[src/rtl/orb_pkg.sv]
// Shared types, constants and helper functions for the orbit camera position block.
// No dependencies; used by every module of the block.
package orb_pkg;

    localparam int unsigned CFG_W       = 16;
    localparam int unsigned CFG_IDX_W   = 2;
    localparam int unsigned DIST_W      = 24;
    localparam int unsigned ANG_W       = 16;
    localparam int unsigned COORD_W     = 32;
    localparam int unsigned TRIG_W      = 16;

    localparam logic [DIST_W-1:0]       DIST_MAX   = 24'hFFFFFF;
    localparam logic [DIST_W-1:0]       RST_DIST   = 24'd25600;
    localparam logic [ANG_W-1:0]        RST_YAW    = 16'd0;
    localparam logic signed [ANG_W-1:0] RST_PITCH  = -16'sd5459;
    localparam logic [15:0]             RST_STEP   = 16'd26;
    localparam logic [15:0]             RST_GAIN   = 16'd2670;
    localparam logic [13:0]             RST_LIMIT  = 14'd16376;
    localparam logic [7:0]              RST_RATIO  = 8'd77;

    localparam int unsigned CORDIC_STEPS = 16;
    localparam int unsigned STEP_W       = 4;
    localparam int unsigned XY_W         = 34;
    localparam int unsigned Z_W          = 25;
    localparam logic signed [XY_W-1:0] CORDIC_K = 34'sd652032874;

    localparam int unsigned QDEPTH = 2;
    localparam int unsigned QPTR_W = 1;

    typedef enum logic [CFG_IDX_W-1:0] {
        CFG_DISTANCE_STEP = 2'd0,
        CFG_TURN_GAIN     = 2'd1,
        CFG_PITCH_LIMIT   = 2'd2,
        CFG_HEIGHT_RATIO  = 2'd3
    } t_cfg_reg;

    typedef struct packed {
        logic [15:0] distance_step;
        logic [15:0] turn_gain;
        logic [13:0] pitch_limit;
        logic [7:0]  height_ratio;
    } t_cfg;

    typedef struct packed {
        logic signed [15:0]        mouse_dx;
        logic signed [15:0]        mouse_dy;
        logic signed [COORD_W-1:0] target_x;
        logic signed [COORD_W-1:0] target_y;
        logic signed [COORD_W-1:0] target_z;
        logic [DIST_W-1:0]         distance;
    } t_job;

    // arctan(2^-i) in units of 2^24 per turn
    function automatic logic signed [Z_W-1:0] atan_lut(input logic [STEP_W-1:0] idx);
        logic signed [Z_W-1:0] v;
        unique case (idx)
            4'd0:  v = 25'sd2097152;
            4'd1:  v = 25'sd1238021;
            4'd2:  v = 25'sd654136;
            4'd3:  v = 25'sd332050;
            4'd4:  v = 25'sd166669;
            4'd5:  v = 25'sd83416;
            4'd6:  v = 25'sd41718;
            4'd7:  v = 25'sd20860;
            4'd8:  v = 25'sd10430;
            4'd9:  v = 25'sd5215;
            4'd10: v = 25'sd2608;
            4'd11: v = 25'sd1304;
            4'd12: v = 25'sd652;
            4'd13: v = 25'sd326;
            4'd14: v = 25'sd163;
            4'd15: v = 25'sd81;
        endcase
        return v;
    endfunction

    function automatic logic signed [COORD_W-1:0] sat32(input logic signed [33:0] v);
        logic signed [33:0]        hi;
        logic signed [33:0]        lo;
        logic signed [COORD_W-1:0] r;
        hi = 34'sd2147483647;
        lo = -34'sd2147483648;
        if (v > hi) begin
            r = 32'sh7FFFFFFF;
        end else if (v < lo) begin
            r = 32'sh80000000;
        end else begin
            r = v[COORD_W-1:0];
        end
        return r;
    endfunction

endpackage

[src/rtl/orb_front.sv]
// Front end: accepts frame requests, steps the orbit distance and tracks the target.
// Pushes jobs that need a result into the queue; uses orb_pkg.
module orb_front (
    input  logic                              i_clk,
    input  logic                              i_rst_n,
    input  logic                              i_valid,
    output logic                              o_stall,
    input  logic                              i_key_up,
    input  logic                              i_key_down,
    input  logic signed [15:0]                i_mouse_dx,
    input  logic signed [15:0]                i_mouse_dy,
    input  logic                              i_target_destroyed,
    input  logic signed [orb_pkg::COORD_W-1:0] i_target_x,
    input  logic signed [orb_pkg::COORD_W-1:0] i_target_y,
    input  logic signed [orb_pkg::COORD_W-1:0] i_target_z,
    input  logic [15:0]                       i_distance_step,
    input  logic                              i_full,
    output logic                              o_push,
    output orb_pkg::t_job                     o_job
);
    import orb_pkg::*;

    logic [DIST_W-1:0] r_distance;
    logic [DIST_W-1:0] n_distance;
    logic              r_tracking;
    logic              n_tracking;
    logic              accept;
    logic [DIST_W:0]   up_sum;
    logic [DIST_W-1:0] step_ext;
    logic [DIST_W-1:0] after_up;
    logic [DIST_W-1:0] after_down;

    assign o_stall  = i_full;
    assign accept   = i_valid && !i_full;
    assign step_ext = {8'b0, i_distance_step};
    assign up_sum   = {1'b0, r_distance} + {1'b0, step_ext};

    always_comb begin
        after_up = r_distance;
        if (i_key_up) begin
            after_up = (up_sum > {1'b0, DIST_MAX}) ? DIST_MAX : up_sum[DIST_W-1:0];
        end
        after_down = after_up;
        if (i_key_down) begin
            after_down = (after_up >= step_ext) ? (after_up - step_ext) : '0;
        end
        n_distance = accept ? after_down : r_distance;
        n_tracking = (accept && i_target_destroyed) ? 1'b0 : r_tracking;
    end

    always_ff @(posedge i_clk) begin
        if (!i_rst_n) begin
            r_distance <= RST_DIST;
            r_tracking <= 1'b1;
        end else begin
            r_distance <= n_distance;
            r_tracking <= n_tracking;
        end
    end

    assign o_push          = accept && r_tracking && !i_target_destroyed;
    assign o_job.mouse_dx  = i_mouse_dx;
    assign o_job.mouse_dy  = i_mouse_dy;
    assign o_job.target_x  = i_target_x;
    assign o_job.target_y  = i_target_y;
    assign o_job.target_z  = i_target_z;
    assign o_job.distance  = after_down;

endmodule

[config.mk]
export PLATFORM = sky130hd
export DESIGN_NAME = orb_front
export DESIGN_NICKNAME = d
export VERILOG_FILES = /design/src/rtl/orb_pkg.sv /design/src/rtl/orb_front.sv
export SDC_FILE = /design/constraint.sdc
export NUM_CORES = 1
export LEC_CHECK = 0
export ABC_AREA = 1
export BUFFER_PORTS_ARGS = -buffer_cell sky130_fd_sc_hd__buf_2
export CORE_AREA = 2 2 117 119
export DETAILED_ROUTE_END_ITERATION = 10
export DIE_AREA = 0 0 119 121
export GPL_TIMING_DRIVEN = 1
export PLACE_DENSITY = 0.75
export SLEW_MARGIN = 20
export SYNTH_ARGS = -nofsm -noshare
export SYNTH_HDL_FRONTEND = slang
export SYNTH_SLANG_ARGS = --single-unit
[constraint.sdc]
create_clock -name i_clk -period 5.5 [get_ports i_clk]
set_input_delay 1.1 -clock i_clk [delete_from_list [all_inputs] [get_ports i_clk]]
set_output_delay 1.1 -clock i_clk [all_outputs]
set_load 0.05 [all_outputs]
# --- Word level (Yosys, flattened, before mapping) ---
# Index checks and enable logic that the tools add are counted.
word_totals:
  reg_bits: 25
  input_bits: 151
  word_cells: 16
classes:
  addsub: 2
  reduce_logical: 6
  mux: 4
  magnitude_cmp: 2
op_table:
  columns: ["op", "n"]
  rows:
  - ["$mux W24", 4]
  - ["$add A24 B16 Y25", 1]
  - ["$gt A25 B24 Y1 const B", 1]
  - ["$ge A24 B16 Y1", 1]
  - ["$sub A24 B16 Y24", 1]
  - ["$logic_and A1 B1 Y1", 4]
  - ["$logic_not A1 Y1", 2]

# --- Longest topological paths before layout ---
logic_depth:
  word_depth: 7
  mapped_depth: 33
  mapped_depth_nobuf: 32

# --- Least setup slack after synthesis ---
# OpenSTA, ideal clock, no wires.
synth_timing:
  kind: "input port to output port"
  start: "input port i_distance_step[0]"
  end: "output port o_job[13] in the netlist's numbering"
  arrival_time_ns: 5.253
  stages: 30
  setup_slack_ns: -0.853
  required_ns: 4.400
  cell_sequence: "ha_1 -> inv_1 -> fa_1 -> inv_1 -> nand2_1 -> nand2_1 -> nand3_1 -> nand2_1 -> nand2_1 -> nand2_2 -> nand2_1 -> nand2_1 -> buf_2 -> nor2_1 -> a21oi_1 -> inv_1 -> ha_1 -> fa_1 -> inv_1 -> a21oi_1 -> o21ai_1 -> inv_1 -> o21ai_1 -> nand2_1 -> nand2_1 -> nor2_1 -> nand2_1 -> nor2_4 -> buf_6 -> o21ai_1"
synth_lines:
  columns: ["element", "line", "source"]
  rows:
  - ["start, declared", "orb_front.sv:16", "input logic [15:0] i_distance_step,"]
  - ["end, declared", "orb_front.sv:19", "output orb_pkg::t_job o_job"]

==> impl_summary.md <==
Synth
The mean cell area of the mapped netlist is 5.79 um2. Of the synthesized area, sequential elements account for 10.0%. Synthesis inferred 25 register bits. The post-synthesis instance area is 0.00499 mm2. The number of instances in the synthesized netlist is roughly 860.

The count of different cell masters after synthesis is 41. Yosys printed 0 warnings. The most used flip-flop cell after synthesis is sky130_fd_sc_hd__dfxtp_1. Counting flops with an async set or reset pin after synthesis yields a share of 0%.

When the netlist entered floorplanning its net count stood at 1047. The number of flops mapped to enable cells by yosys is 0.

Clock network
Counting along the longest clock path gives a buffer depth of 2. The tree is rooted in a sky130_fd_sc_hd__clkbuf_16. At the later pin of the worst-skew pair, clock insertion delay measures 270 ps. TritonCTS built the clock tree.

The number of clock buffers added by TritonCTS is 3. The clock slew at the register clock pins of the worst setup and hold paths is 70 ps. Clock tree synthesis found a total of 25 sinks. In this run the number of H-tree levels came out at 1. The count of hold buffers inserted by post-cts repair is 0.

Critical path
The worst setup path is of the primary input to primary output kind. STA classifies the critical path endpoint as a primary output. The most numerous cell type found on the critical path is sky130_fd_sc_hd__inv_1. The signal arrival time at the worst endpoint is between 4000 and 5000 ps. The slowest stage of the critical path belongs to the cell sky130_fd_sc_hd__ha_1. The critical path launch point type is a primary input. The largest stage delay on the critical path is between 300 and 400 ps. Counting both buffers and inverters, the worst setup path holds a total of 10. The biggest fanout along the worst timing path is 6. The required time at the worst-slack endpoint is 4400 ps. The kind of cell with the highest combined delay along the critical path is simple AND/OR/NAND/NOR gates.

Floorplanning
In this run the core area contains 42 standard-cell rows. The die is 119 um wide. The height of the die is roughly 120 um. In this run the count of I/O pins placed on the die edge is around 310. The full die area is roughly 0.014 mm2.

The total core area is 0.0131 mm2. The initial utilization of the core area, before any placement, comes to about two fifths.

STA
Setup violations remaining at the end of the flow were counted as 24. The shortest clock period the worst path allows after layout is 5870 ps. Setup slack on the critical path of the routed design comes to -373 ps.

The clock skew after layout is 1.96 ps. Summed over all failing endpoints, the final setup total negative slack is -5990 ps. Measured against its own limit, the worst slew margin works out to 51.6%.

Setup repair after global routing could not meet its margin everywhere. Static timing analysis puts the maximum clock frequency at between 150 and 200 MHz. After layout, the worst path uses 107% of the clock period. The total count of hold-check failures in the final report was 0.

The slew at the pin closest to its max-slew limit is 725 ps. The max-slew violation total from the final report is 0.

Outcome
The run finished, with violations left. The final reports fail on setup timing.

Placement
Including well taps, the total number of placed cells is 1078. The number of buffers inserted by port buffering is 48. The detailed placer's ending HPWL is 12500 um. The final estimated routing congestion in global placement is just under 1.

Route
The routed layout has 5981 vias. The detail route stage leaves a number of antenna-violating nets equal to 0. The number of vias per cell is about 5.3. After the first detailed-routing iteration, the DRC count stood at around 710. After detailed routing, the number of remaining DRC violations is 0. The number of detailed-route iterations in the first pass is 6.

The total detailed-routing wirelength is between 15000 and 20000 um. The routed wirelength normalized by instance count is 17.1 um.

Job
Across the run, the number of max-cap violations was 0.

Cells and area
The area growth from synthesis to layout is 38.3%. In the final layout, flip-flops and latches occupy between 500 and 600 um2. The library cell used most frequently in the layout, excluding fill and tap cells, is sky130_fd_sc_hd__nand2_1.

The ratio of cells with drive above 1 in the final layout is 41.7%. The post-layout instance count excluding filler cells is about 1100. Summing all multi-input logic gate instances after layout gives 0.00374 mm2. The number of fill cells is 1110. In the layout the commonest cells are sky130_fd_sc_hd__nand2_1 (196), sky130_fd_sc_hd__buf_4 (170), sky130_fd_sc_hd__inv_1 (118). In the final design database the tool counted 1131 nets. 0 antenna diodes ended up in the layout.

Power and ir drop
The worst ir drop on vdd is 150 uV. In this run the static leakage power is 3.57 nW. The design draws 1.71 mW. The total power divided by cell area is 247 mW/mm2.

Global routing
Summed over all layers, the global routing overflow is 0. The via count of the first global-routing pass is 5630. The pin count of the biggest net entering global routing is 36. The wire length of the first global-routing pass is 27200 um.

The initial antenna violation count is 0. The all-layer global routing usage is 23.4%.

Hold path
The path class of the tightest hold or removal check is flip-flop to flip-flop.
registers in the layout, indices dropped and copies added, names as in the netlist:
name,cells
r_distance,24
r_tracking,1
final timing paths:
check,from,endpoint,slack (ps),cells after the start
setup / recovery,i_distance_step[11],o_job[21],-370,27
setup reg to reg,r_distance[0],r_distance[4],1180,32
hold reg to reg,r_tracking,r_tracking,470,2
hold / removal,r_tracking,r_tracking,470,2
tightest hold or removal path: cells and delay by family, from the launching register on:
kind | cells | cell delay (ps)
flops | 1 | 340
simple gates | 2 | 110
logic make-up (layout without fill, tap and decap cells):
| group | after synthesis | count (layout) | share of synthesized area (%) |
|---|---|---|---|
| xor gates and xnor gates | 18 | 18 | 3.16 |
| AOI/OAI and AO/OA | 117 | 117 | 13.9 |
| adders and majority gates | 34 | 34 | 8.82 |
| buffers and inverters | 291 | 374 | 31.8 |
| DFF | 25 | 25 | 10.0 |
| and+or+nand+nor | 377 | 377 | 32.3 |
metrics by stage:
stage	cell area (um2)	util, %	setup slack, ps	hold WS (ps)
3_3_place_gp	5660	43.3	-343	450
3_5_place_dp	5660	43.3	-418	455
6_report	6900	52.8	-373	474
2_1_floorplan	5210	-	-160	429
5_1_grt	6900	52.8	-487	560
4_1_cts	6570	50.2	-142	472
what timing repair did:
action,4_1_cts,5_1_grt
buffers inserted,28,13
resized for setup,142,57
pin swaps,38,37
setup endpoints to repair,24,24
cell usage after synthesis (all sizes together) (5+ instances only):
| cell | n | share of area [%] |
|---|---|---|
| clkbuf | 8 | 0.60 |
| ha | 32 | 8.0 |
| buf | 134 | 20 |
| nor3 | 6 | 0.60 |
| o21ai | 43 | 4.8 |
| or2 | 8 | 1.0 |
| dfxtp | 25 | 10 |
| nand4 | 7 | 0.88 |
| a21oi | 49 | 4.9 |
| o22ai | 10 | 1.4 |
| xnor2 | 5 | 0.88 |
| nor2 | 61 | 4.9 |
| nand3 | 58 | 6.4 |
| xor2 | 13 | 2.3 |
| nand2 | 229 | 17 |
| o21bai | 8 | 1.7 |
| inv | 147 | 11 |
report_power, final:
| group | switching (mW) | internal (mW) |
|---|---|---|
| sequential | 0.0187 | 0.195 |
| clock | 0.0762 | 0.0998 |
| combinational | 0.738 | 0.580 |
routing by layer:
metal | track usage [%] | vias to the layer above | part of all wire, %
met5 | 0 | - | 0
met3 | 3.15 | 144 | 10
met2 | 42.2 | 446 | 47
met1 | 26.6 | 2651 | 36
li1 | - | 2740 | -
met4 | 13.0 | 0 | 7.4
layout make-up:
class	instances	area share, %
clock buffers	4	1.14
inverters	149	8.57
multi-input cells	546	54.2
flip-flops and latches	25	7.25
well taps	176	3.19
repair buffers	221	25.7
Power figures use the tool's default switching activity.
