**src/rtl/orb_pkg.sv**
```systemverilog
// Shared types, constants and helper functions for the orbit camera position block.
// No dependencies; used by every module of the block.
package orb_pkg;

    localparam int unsigned CFG_W       = 16;
    localparam int unsigned CFG_IDX_W   = 2;
    localparam int unsigned DIST_W      = 24;
    localparam int unsigned ANG_W       = 16;
    localparam int unsigned COORD_W     = 32;
    localparam int unsigned TRIG_W      = 16;

    localparam logic [DIST_W-1:0]       DIST_MAX   = 24'hFFFFFF;
    localparam logic [DIST_W-1:0]       RST_DIST   = 24'd25600;
    localparam logic [ANG_W-1:0]        RST_YAW    = 16'd0;
    localparam logic signed [ANG_W-1:0] RST_PITCH  = -16'sd5459;
    localparam logic [15:0]             RST_STEP   = 16'd26;
    localparam logic [15:0]             RST_GAIN   = 16'd2670;
    localparam logic [13:0]             RST_LIMIT  = 14'd16376;
    localparam logic [7:0]              RST_RATIO  = 8'd77;

    localparam int unsigned CORDIC_STEPS = 16;
    localparam int unsigned STEP_W       = 4;
    localparam int unsigned XY_W         = 34;
    localparam int unsigned Z_W          = 25;
    localparam logic signed [XY_W-1:0] CORDIC_K = 34'sd652032874;

    localparam int unsigned QDEPTH = 2;
    localparam int unsigned QPTR_W = 1;

    typedef enum logic [CFG_IDX_W-1:0] {
        CFG_DISTANCE_STEP = 2'd0,
        CFG_TURN_GAIN     = 2'd1,
        CFG_PITCH_LIMIT   = 2'd2,
        CFG_HEIGHT_RATIO  = 2'd3
    } t_cfg_reg;

    typedef struct packed {
        logic [15:0] distance_step;
        logic [15:0] turn_gain;
        logic [13:0] pitch_limit;
        logic [7:0]  height_ratio;
    } t_cfg;

    typedef struct packed {
        logic signed [15:0]        mouse_dx;
        logic signed [15:0]        mouse_dy;
        logic signed [COORD_W-1:0] target_x;
        logic signed [COORD_W-1:0] target_y;
        logic signed [COORD_W-1:0] target_z;
        logic [DIST_W-1:0]         distance;
    } t_job;

    // arctan(2^-i) in units of 2^24 per turn
    function automatic logic signed [Z_W-1:0] atan_lut(input logic [STEP_W-1:0] idx);
        logic signed [Z_W-1:0] v;
        unique case (idx)
            4'd0:  v = 25'sd2097152;
            4'd1:  v = 25'sd1238021;
            4'd2:  v = 25'sd654136;
            4'd3:  v = 25'sd332050;
            4'd4:  v = 25'sd166669;
            4'd5:  v = 25'sd83416;
            4'd6:  v = 25'sd41718;
            4'd7:  v = 25'sd20860;
            4'd8:  v = 25'sd10430;
            4'd9:  v = 25'sd5215;
            4'd10: v = 25'sd2608;
            4'd11: v = 25'sd1304;
            4'd12: v = 25'sd652;
            4'd13: v = 25'sd326;
            4'd14: v = 25'sd163;
            4'd15: v = 25'sd81;
        endcase
        return v;
    endfunction

    function automatic logic signed [COORD_W-1:0] sat32(input logic signed [33:0] v);
        logic signed [33:0]        hi;
        logic signed [33:0]        lo;
        logic signed [COORD_W-1:0] r;
        hi = 34'sd2147483647;
        lo = -34'sd2147483648;
        if (v > hi) begin
            r = 32'sh7FFFFFFF;
        end else if (v < lo) begin
            r = 32'sh80000000;
        end else begin
            r = v[COORD_W-1:0];
        end
        return r;
    endfunction

endpackage

```
**src/rtl/orb_queue.sv**
```systemverilog
// Short job queue between the front end and the back end.
// Register-based FIFO of orb_pkg::t_job entries.
module orb_queue (
    input  logic          i_clk,
    input  logic          i_rst_n,
    input  logic          i_push,
    input  orb_pkg::t_job i_data,
    output logic          o_full,
    input  logic          i_pop,
    output orb_pkg::t_job o_data,
    output logic          o_empty
);
    import orb_pkg::*;

    t_job              r_mem [QDEPTH];
    logic [QPTR_W-1:0] r_wr_ptr;
    logic [QPTR_W-1:0] r_rd_ptr;
    logic [QPTR_W:0]   r_count;
    logic [QPTR_W-1:0] n_wr_ptr;
    logic [QPTR_W-1:0] n_rd_ptr;
    logic [QPTR_W:0]   n_count;

    assign o_full  = (r_count == (QPTR_W+1)'(QDEPTH));
    assign o_empty = (r_count == '0);
    assign o_data  = r_mem[r_rd_ptr];

    always_comb begin
        n_wr_ptr = r_wr_ptr;
        n_rd_ptr = r_rd_ptr;
        n_count  = r_count;
        if (i_push) begin
            n_wr_ptr = (r_wr_ptr == QPTR_W'(QDEPTH-1)) ? '0 : r_wr_ptr + 1'b1;
        end
        if (i_pop) begin
            n_rd_ptr = (r_rd_ptr == QPTR_W'(QDEPTH-1)) ? '0 : r_rd_ptr + 1'b1;
        end
        if (i_push && !i_pop) begin
            n_count = r_count + 1'b1;
        end else if (i_pop && !i_push) begin
            n_count = r_count - 1'b1;
        end
    end

    always_ff @(posedge i_clk) begin
        if (!i_rst_n) begin
            r_wr_ptr <= '0;
            r_rd_ptr <= '0;
            r_count  <= '0;
        end else begin
            r_wr_ptr <= n_wr_ptr;
            r_rd_ptr <= n_rd_ptr;
            r_count  <= n_count;
        end
    end

    always_ff @(posedge i_clk) begin
        if (i_push) begin
            r_mem[r_wr_ptr] <= i_data;
        end
    end

endmodule

```
**config.mk**
```make
export PLATFORM = sky130hd
export DESIGN_NAME = orb_queue
export DESIGN_NICKNAME = d
export VERILOG_FILES = /design/src/rtl/orb_pkg.sv /design/src/rtl/orb_queue.sv
export SDC_FILE = /design/constraint.sdc
export NUM_CORES = 1
export LEC_CHECK = 0
export BUFFER_PORTS_ARGS = -buffer_cell sky130_fd_sc_hd__buf_4
export CAP_MARGIN = 20
export CORE_ASPECT_RATIO = 1.5
export CORE_MARGIN = 1.5
export CORE_UTILIZATION = 50
export CTS_CLUSTER_DIAMETER = 60
export CTS_CLUSTER_SIZE = 12
export DETAILED_ROUTE_END_ITERATION = 12
export GPL_TIMING_DRIVEN = 0
export PLACE_DENSITY = 0.87
export SLEW_MARGIN = 20
export SYNTH_ARGS = -nofsm -noshare
export SYNTH_HDL_FRONTEND = slang
export SYNTH_SLANG_ARGS = --single-unit
```
**constraint.sdc**
```tcl
create_clock -name i_clk -period 10.66 [get_ports i_clk]
set_input_delay 0.533 -clock i_clk [delete_from_list [all_inputs] [get_ports i_clk]]
set_output_delay 0.533 -clock i_clk [all_outputs]
set_load 0.1 [all_outputs]
```
---- Word level (Yosys, flattened, before mapping) ----
Memories as Yosys holds them, arrays and structs flattened. A register that Yosys moved wholly into a read port is not among the register bits.
Index checks and enable logic that the tools add are counted.
operators by class
  add/sub/neg operators ................... 4
  equal/unequal tests ..................... 1
  muxes and demuxes ....................... 8
  reductions and logical operators ........ 6
operators with widths
  kind                   number
  $mux W1                6
  $mux W2                2
  $add A1 B1 Y1 const B  2
  $add A2 B1 Y2 const B  1
  $eq A2 B2 Y1 const B   1
  $logic_and A1 B1 Y1    2
  $logic_not A1 Y1       2
  $logic_not A2 Y1       1
  $reduce_bool A2 Y1     1
  $sub A2 B1 Y2 const B  1
word-level totals
  register bits after elaboration ......... 4
  bits in writable memories ............... 304
  input port bits ......................... 156
  output and inout port bits .............. 154
  word-level logic and storage cells ...... 23
  memories ................................ 1
memories
  memory  depth  width  read ports  clocked after Yosys merged registers in  wr ports  RTL line         text
  r_mem   2      152    1           1                                        1         orb_queue.sv:15  t_job r_mem [QDEPTH];

---- Depth between registers and ports, before layout ----
Gate-level depths: netlist of the first run.
  word-level depth ........................ 4
  depth in mapped cells ................... 5
  mapped depth without buffers ............ 5

---- Worst setup path after synthesis of the first run ----
Ideal clock, no wire load.
  kind .................................... input-to-reg
  from .................................... input i_push
  to ...................................... memory r_mem[0][0] (netlist name), enable pin
  setup time .............................. 684 ps
  arrival ................................. 7137 ps
  required time ........................... 9976 ps
  setup slack ............................. 2839 ps
  cell stages on the path ................. 1
  buffers on the path ..................... 0
  path through ............................ nor2b_1
on the way
  word-level cells in the longest chain between the ends .. 2
ends and longest elaborated chain
  item                           RTL line         text
  start, declared                orb_queue.sv:6   input logic i_push,
  $mux W1                        orb_queue.sv:57  if (i_push) begin
  $mux W1 (implied by the code)  orb_queue.sv:58  r_mem[r_wr_ptr] <= i_data;
  end, declared                  orb_queue.sv:15
Every way passes these cells.

==> metrics.txt, run 1 <==
Worst-path clk slew 0.06 ns; largest net degree at the start of global routing 44; Port Buffers a little over 300; final worst path period need 2.491 ns; post-layout net count 1002; PwrDens 202.5 mW/mm2; Routed Antenna Nets 0; Peak Freq 0.4015 GHz; setup ws final 8.169 ns; sequential fraction of the synthesis area 0.8022; Hold Violations, Final 0; final setup TNS 0 ns; Max-Cap Viols 0; Worst EP arrival 1.96 ns; H-tree depth 1; commonest non-fill, non-tap cell in the layout buf_4; Final Max Slew Viols 0; clk_skew 0.004963 ns; DRC 0; final setup vio count 0; initial core utilization 0.5121; PostCTS Resize Cnt 0; number of fill cells 1456; clk buf depth 3; NetSw roughly 0.97 mW; Slowest-stage cell, CP mux2_2; combinational family with the most area after synthesis multiplexers; RD Place Congestion ~0.74; complex-gate fraction of the synthesized area 0.001740; Die Wd roughly 130 um; TritonCTS clock tree done; first-pass GRT wire length 33720 um; measured slew at the worst slew-check pin between 0.5 and 0.6 ns; Crit path required time 10.13 ns; Die H 188.8 um; Clk pwr share 0.284; leading area contributor after synthesis edfxtp_1; n_diodes 0; via/cell ratio a little over 5; CTS Hold Bufs 0; clk_lat worst skew between 0.5 and 0.6 ns; pre-CTS setup slack 8.579 ns; switching part of the total 0.3151; critical path capture point type output pin; CP cell instances buf_6, buf_2, mux2_2, buf_4; clock buffer count from CTS 29; Hold Crit Class in2reg; syn_nets 652; Die ar. 0.02395 mm2; outcome finished clean; post-synthesis simple-gate area fraction 0.004676; Vias 5791; Area Overhead vs Synth 32.09%; Mapped Area approximately 0.012 mm2; adder-cell share of the synthesized area 0.001088; io pins 310; Pint 2.108 mW; most frequent cells in the layout buf_4 (309), edfxtp_1 (304), mux2_4 (80); mux share of post-synthesis cell area 0.1749; Avg Inst Size Synth 23.24 um2; largest cells by area after synthesis edfxtp_1 (79%), mux2_4 (10%), mux2_2 (7.0%); Static Leak 5.885 nW; vias in the first global route 6392; total wire length between 20000 and 25000 um; GRT overflow 0; slew margin rel. 0.6613; clk root buf clkbuf_16; VDD IR max 0.0001564 V; initial antenna violation count 0; kind of critical path reg2out; Yosys warnings 0; layout cells sized above 1 0.6082; # rows 67; core outline area 0.02247 mm2; setup repair after global routing missed its margin false; # clock sinks roughly 300; combinational group share of total power 0.254; Setup crit start kind register; CP Max Fanout 10; Synth Area in XOR/XNOR 0.002284; Yosys reg bits just over 300; Netlist cell types 17; drt first-iter violations roughly 240; Largest stage delay, worst path 0.39 ns; post-CTS setup buffer count 0; hpwl dp around 16000 um; Synth Instances just under 500; Sequential Power Share 0.462; drt wl/cell 19.95 um; Synth top area share 0.7935; crit share post-route 0.2336; Total GRT Usage 0.1837; TritonRoute pass-1 iters 4
critical path: cells and delay by family, from the launching register on:
kind	cells	cell delay (ns)
buf+inv	3	0.70
mux	1	0.39
flops	1	0.32
worst paths after layout:
kind / from / endpoint / slack, ns / depth (start not counted)
worst max-delay path: register / o_data[136] / 8.17 / 4
worst min-delay path: i_data[0] / r_mem[1][0] / 0.19 / 1
worst min register to register: r_count[1] / r_count[1] / 0.52 / 2
worst max register to register: r_wr_ptr / r_mem[1][92] / 8.84 / 3
per-stage QoR:
stage	cells	power, mW	hold slack (ns)	util	instance area [um2]
after floorplan	495	2.056	0.4729	-	11500
after global placement	1080	2.223	0.4901	0.6307	14170
after detailed placement	1090	2.232	0.5136	0.6421	14430
after CTS	1131	3.113	0.1540	0.6764	15200
after global routing	1131	3.173	0.1556	0.6764	15200
final	1131	3.078	0.1885	0.6764	15200
state kept, by name (all words and copies together), names as in the netlist, named ones only:
name      cells
r_wr_ptr      1
r_count       2
r_mem       304
r_rd_ptr      1
logic make-up after synthesis:
group | after synthesis
compound gates | 3
buf+inv | 18
flops | 309
xor+xnor | 3
simple gates | 9
mux | 152
fa+ha+maj | 1
cell type report:
class | count | area [um2] | area share
Sequential cell | 309 | 9229 | 0.6073
Timing Repair Buffer | 319 | 2565 | 0.1688
Clock buffer | 40 | 767.0 | 0.05047
Inverter | 1 | 3.754 | 0.0002470
Buffer | 17 | 147.6 | 0.009715
Tap cell | 276 | 345.3 | 0.02272
Clock inverter | 1 | 5.005 | 0.0003293
Multi-Input combinational cell | 168 | 2135 | 0.1405
synth_stat cells:
master and count:
a21boi_0 1, xor2_1 2, or3_1 1, buf_6 10, o21ai_0 1, and2_1 4, ha_1 1, dfxtp_1 5
o21a_1 1, nor2b_1 3, mux2_4 80, nor2_1 1, inv_1 1, buf_2 7, edfxtp_1 304, xnor2_1 1
mux2_2 72
power by group through the flow:
stage	Clock, mW	Sequential [mW]	Combinational [mW]
floorplan	0	1.45	0.603
global placement	0	1.46	0.762
detailed placement	0	1.45	0.785
CTS	0.905	1.42	0.787
global route	0.945	1.43	0.803
finish	0.875	1.42	0.782
routing by layer:
| metal | global-route usage | part of all wire | vias up |
|---|---|---|---|
| li1 | - | - | 2655 |
| met1 | 0.1827 | 0.33 | 2846 |
| met2 | 0.3547 | 0.56 | 240 |
| met3 | 0.04969 | 0.074 | 50 |
| met4 | 0.07299 | 0.034 | 0 |
| met5 | 0 | 0 | - |
(Power assumes the default switching activity.)
==> run 2: changes to the inputs <==
--- a/config.mk
+++ b/config.mk
@@ -5,6 +5,7 @@
 export SDC_FILE = /design/constraint.sdc
 export NUM_CORES = 1
 export LEC_CHECK = 0
+export ABC_AREA = 1
 export BUFFER_PORTS_ARGS = -buffer_cell sky130_fd_sc_hd__buf_4
 export CAP_MARGIN = 20
 export CORE_ASPECT_RATIO = 1.5
==> constraint.sdc (replaced) <==
create_clock -name i_clk -period 2.55 [get_ports i_clk]
set_input_delay 0.1275 -clock i_clk [delete_from_list [all_inputs] [get_ports i_clk]]
set_output_delay 0.1275 -clock i_clk [all_outputs]
set_load 0.1 [all_outputs]
==> run 2 against run 1 <==
Against the previous run: critical path type unchanged; clock power grew to 4.3 times the previous value; worst setup slack worse by 7.7 ns; highest routed layer unchanged; largest cell class unchanged; design area rose by 11%.
==> metrics.txt, run 2 <==
RD Place Congestion 0.7576 (+1.9%); total wire length 27670 um (+23%); pre-CTS setup slack 0.6420 ns (-7.937 ns); critical path capture point type output pin; hpwl dp 16440 um (+1.6%); measured slew at the worst slew-check pin 0.5201 ns (+0.01196 ns); Top Registers r_mem x304, r_count x2; Post-synth top cells edfxtp_1 (304), mux2_4 (80), mux2_2 (72); largest reg by FF count r_mem; kind of critical path reg2out; clk_lat worst skew 0.54 ns (+0.02 ns); post-layout net count 1174 (+17%); Final Max Slew Viols 0 (unchanged); number of fill cells 1186 (-19%); # rows 67 (unchanged); io pins 310 (unchanged); layout cells sized above 1 0.5087 (-0.09945); Register-to-Register Path Depth 5 (+2); # clock sinks 309 (unchanged); Worst-path clk slew 0.07 ns (about the same); r2r setup slk 0.63 ns (-8.21 ns); Max-Cap Viols 0 (unchanged); largest cells by area after synthesis edfxtp_1 (79%), mux2_4 (10%), mux2_2 (7.0%); crit share post-route 0.8344; CP Max Fanout 10 (unchanged); first-pass GRT wire length 41470 um (+23%); vias in the first global route 7558 (+18%); final setup vio count 0 (unchanged); initial antenna violation count 1 (+1); Clk pwr share 0.294 (+0.010); Netlist cell types 14 (-3); leading area contributor after synthesis edfxtp_1; Mapped Area 0.01152 mm2 (about the same); Synth top area share 0.7927 (about the same); H-tree depth 1 (unchanged); largest net degree at the start of global routing 34 (-23%); drt first-iter violations 372 (+56%); Die ar. 0.02397 mm2 (about the same); asr flop ratio synth 0 (unchanged); commonest non-fill, non-tap cell in the layout buf_4; Total GRT Usage 0.2279 (+0.04416); Most Frequent Cell on Critical Path buf_6; Die Wd 126.9 um (about the same); DRC 0 (unchanged); post-CTS setup buffer count 0 (unchanged); switching part of the total 0.3099 (-0.005192); TritonCTS clock tree done; initial core utilization 0.5126 (about the same); Largest stage delay, worst path 0.32 ns (-0.07 ns); sequential fraction of the synthesis area 0.8014 (about the same); Yosys reg bits 309 (unchanged); Tot Pwr 12.90 mW (+320%); VDD IR max 0.0007501 V (+380%); Static Leak 6.576 nW (+12%); outcome finished clean; Worst EP arrival 2.00 ns (+0.04 ns); Pint 8.900 mW (+320%); number of synthesized flops with an enable pin 304 (unchanged); setup repair after global routing missed its margin false; drt wl/cell 21.17 um (+6.1%); Synth Instances 508 (+2.6%); clock buffer count from CTS 29 (unchanged); final worst path period need between 2 and 2.5 ns; Hold WS 0.3074 ns (+0.1189 ns); GRT overflow 0 (unchanged); Setup crit start kind register; Hold Violations, Final 0 (unchanged); TritonRoute pass-1 iters 4 (unchanged); syn_nets 665 (+2.0%); clk root buf clkbuf_16; Setup crit end o_data[94]; clk_skew 0.01627 ns (+0.01131 ns); Peak Freq 0.4700 GHz; Main synth FF type edfxtp_1; Port Buffers 309 (unchanged); final setup TNS 0 ns (unchanged); CTS Hold Bufs 158 (+158); Avg Inst Size Synth 22.67 um2 (-2.5%); Routed Antenna Nets 0 (unchanged); Worst R2R End r_mem[1][2]; PostCTS Resize Cnt 0 (unchanged); CP cell instances buf_6, buf_6, buf_6, mux2_4, buf_4; via/cell ratio 5.108 (-0.24%); Vias 6676 (+15%); Hold Crit Class in2reg; setup ws final 0.4222 ns (-7.747 ns); Yosys warnings 0 (unchanged); most numerous cell in the Yosys netlist edfxtp_1; combinational group share of total power 0.244 (-0.010); most frequent cells in the layout buf_4 (309), edfxtp_1 (304), dlygate4sd3_1 (158); Sequential Power Share 0.462 (about the same); slew margin rel. 0.6526 (-0.008703); FF-to-FF Start r_wr_ptr; core outline area 0.02247 mm2 (unchanged); NetSw 3.996 mW (+310%); max FFs per register 304 (unchanged); PwrDens 767.8 mW/mm2 (+280%); Area Overhead vs Synth 45.85%; Slowest-stage cell, CP dfxtp_1; clk buf depth 3 (unchanged); Die H 188.9 um (about the same); Crit path required time 2.42 ns (-7.71 ns)
-- run 2: power groups by stage --
| stage | clock network [mW] | logic [mW] | registers [mW] |
|---|---|---|---|
| 2_1_floorplan | 0 | 2.20 | 6.05 |
| 3_3_place_gp | 0 | 2.82 | 6.07 |
| 3_5_place_dp | 0 | 2.91 | 6.06 |
| 4_1_cts | 3.82 | 3.12 | 5.95 |
| 5_1_grt | 4.04 | 3.23 | 5.98 |
| 6_report | 3.79 | 3.15 | 5.96 |
-- run 2: critical path, delay by kind of cell, from the launching register on --
kind                   cells  cell delay [ns]
multiplexers               1             0.32
flip-flops                 1             0.32
buffers and inverters      4             0.79
-- run 2: area by class of cell --
class	instances	area, um2	share of cell area
well taps	276	345.3	0.02056
repair buffers	478	4129	0.2458
clock buffers	42	774.5	0.04611
plain buffers	17	147.6	0.008790
multi-input cells	174	2120	0.1262
inverters	8	33.78	0.002011
clock inverters	2	13.76	0.0008194
diodes	1	2.502	0.0001490
flip-flops and latches	309	9230	0.5495
-- run 2: worst min-delay path by stage --
stage,to,slack [ns],depth (start not counted),startpoint
2_1_floorplan,r_mem[0][0],0.23,0,i_data[0]
3_3_place_gp,r_mem[0][48],0.31,1,i_data[48]
3_5_place_dp,r_mem[1][13],0.32,1,i_data[13]
4_1_cts,r_mem[0][48],0.28,2,i_data[48]
5_1_grt,r_mem[1][116],0.29,2,i_data[116]
6_report,r_mem[1][16],0.31,2,i_data[16]
-- run 2: per-layer routing --
layer | track usage | part of all wire
met1 | 0.2371 | 0.34
met2 | 0.4346 | 0.55
met3 | 0.04775 | 0.063
met4 | 0.1014 | 0.043
met5 | 0 | 0
-- run 2: through the flow --
| step | std cells | instance area, um2 | utilization |
|---|---|---|---|
| 2_1_floorplan | 508 | 11530 | - |
| 3_3_place_gp | 1093 | 14200 | 0.6319 |
| 3_5_place_dp | 1104 | 14420 | 0.6420 |
| 4_1_cts | 1306 | 16790 | 0.7475 |
| 5_1_grt | 1306 | 16790 | 0.7475 |
| 6_report | 1307 | 16800 | 0.7476 |
-- run 2: cell families after synthesis --
logic type      count (synthesis)  share of synthesized area
compound gates                  2                  0.0008684
buf+inv                        25                    0.01543
fa+ha+maj                       1                   0.001086
mux                           152                     0.1747
flops                         309                     0.8014
simple gates                   19                   0.006519
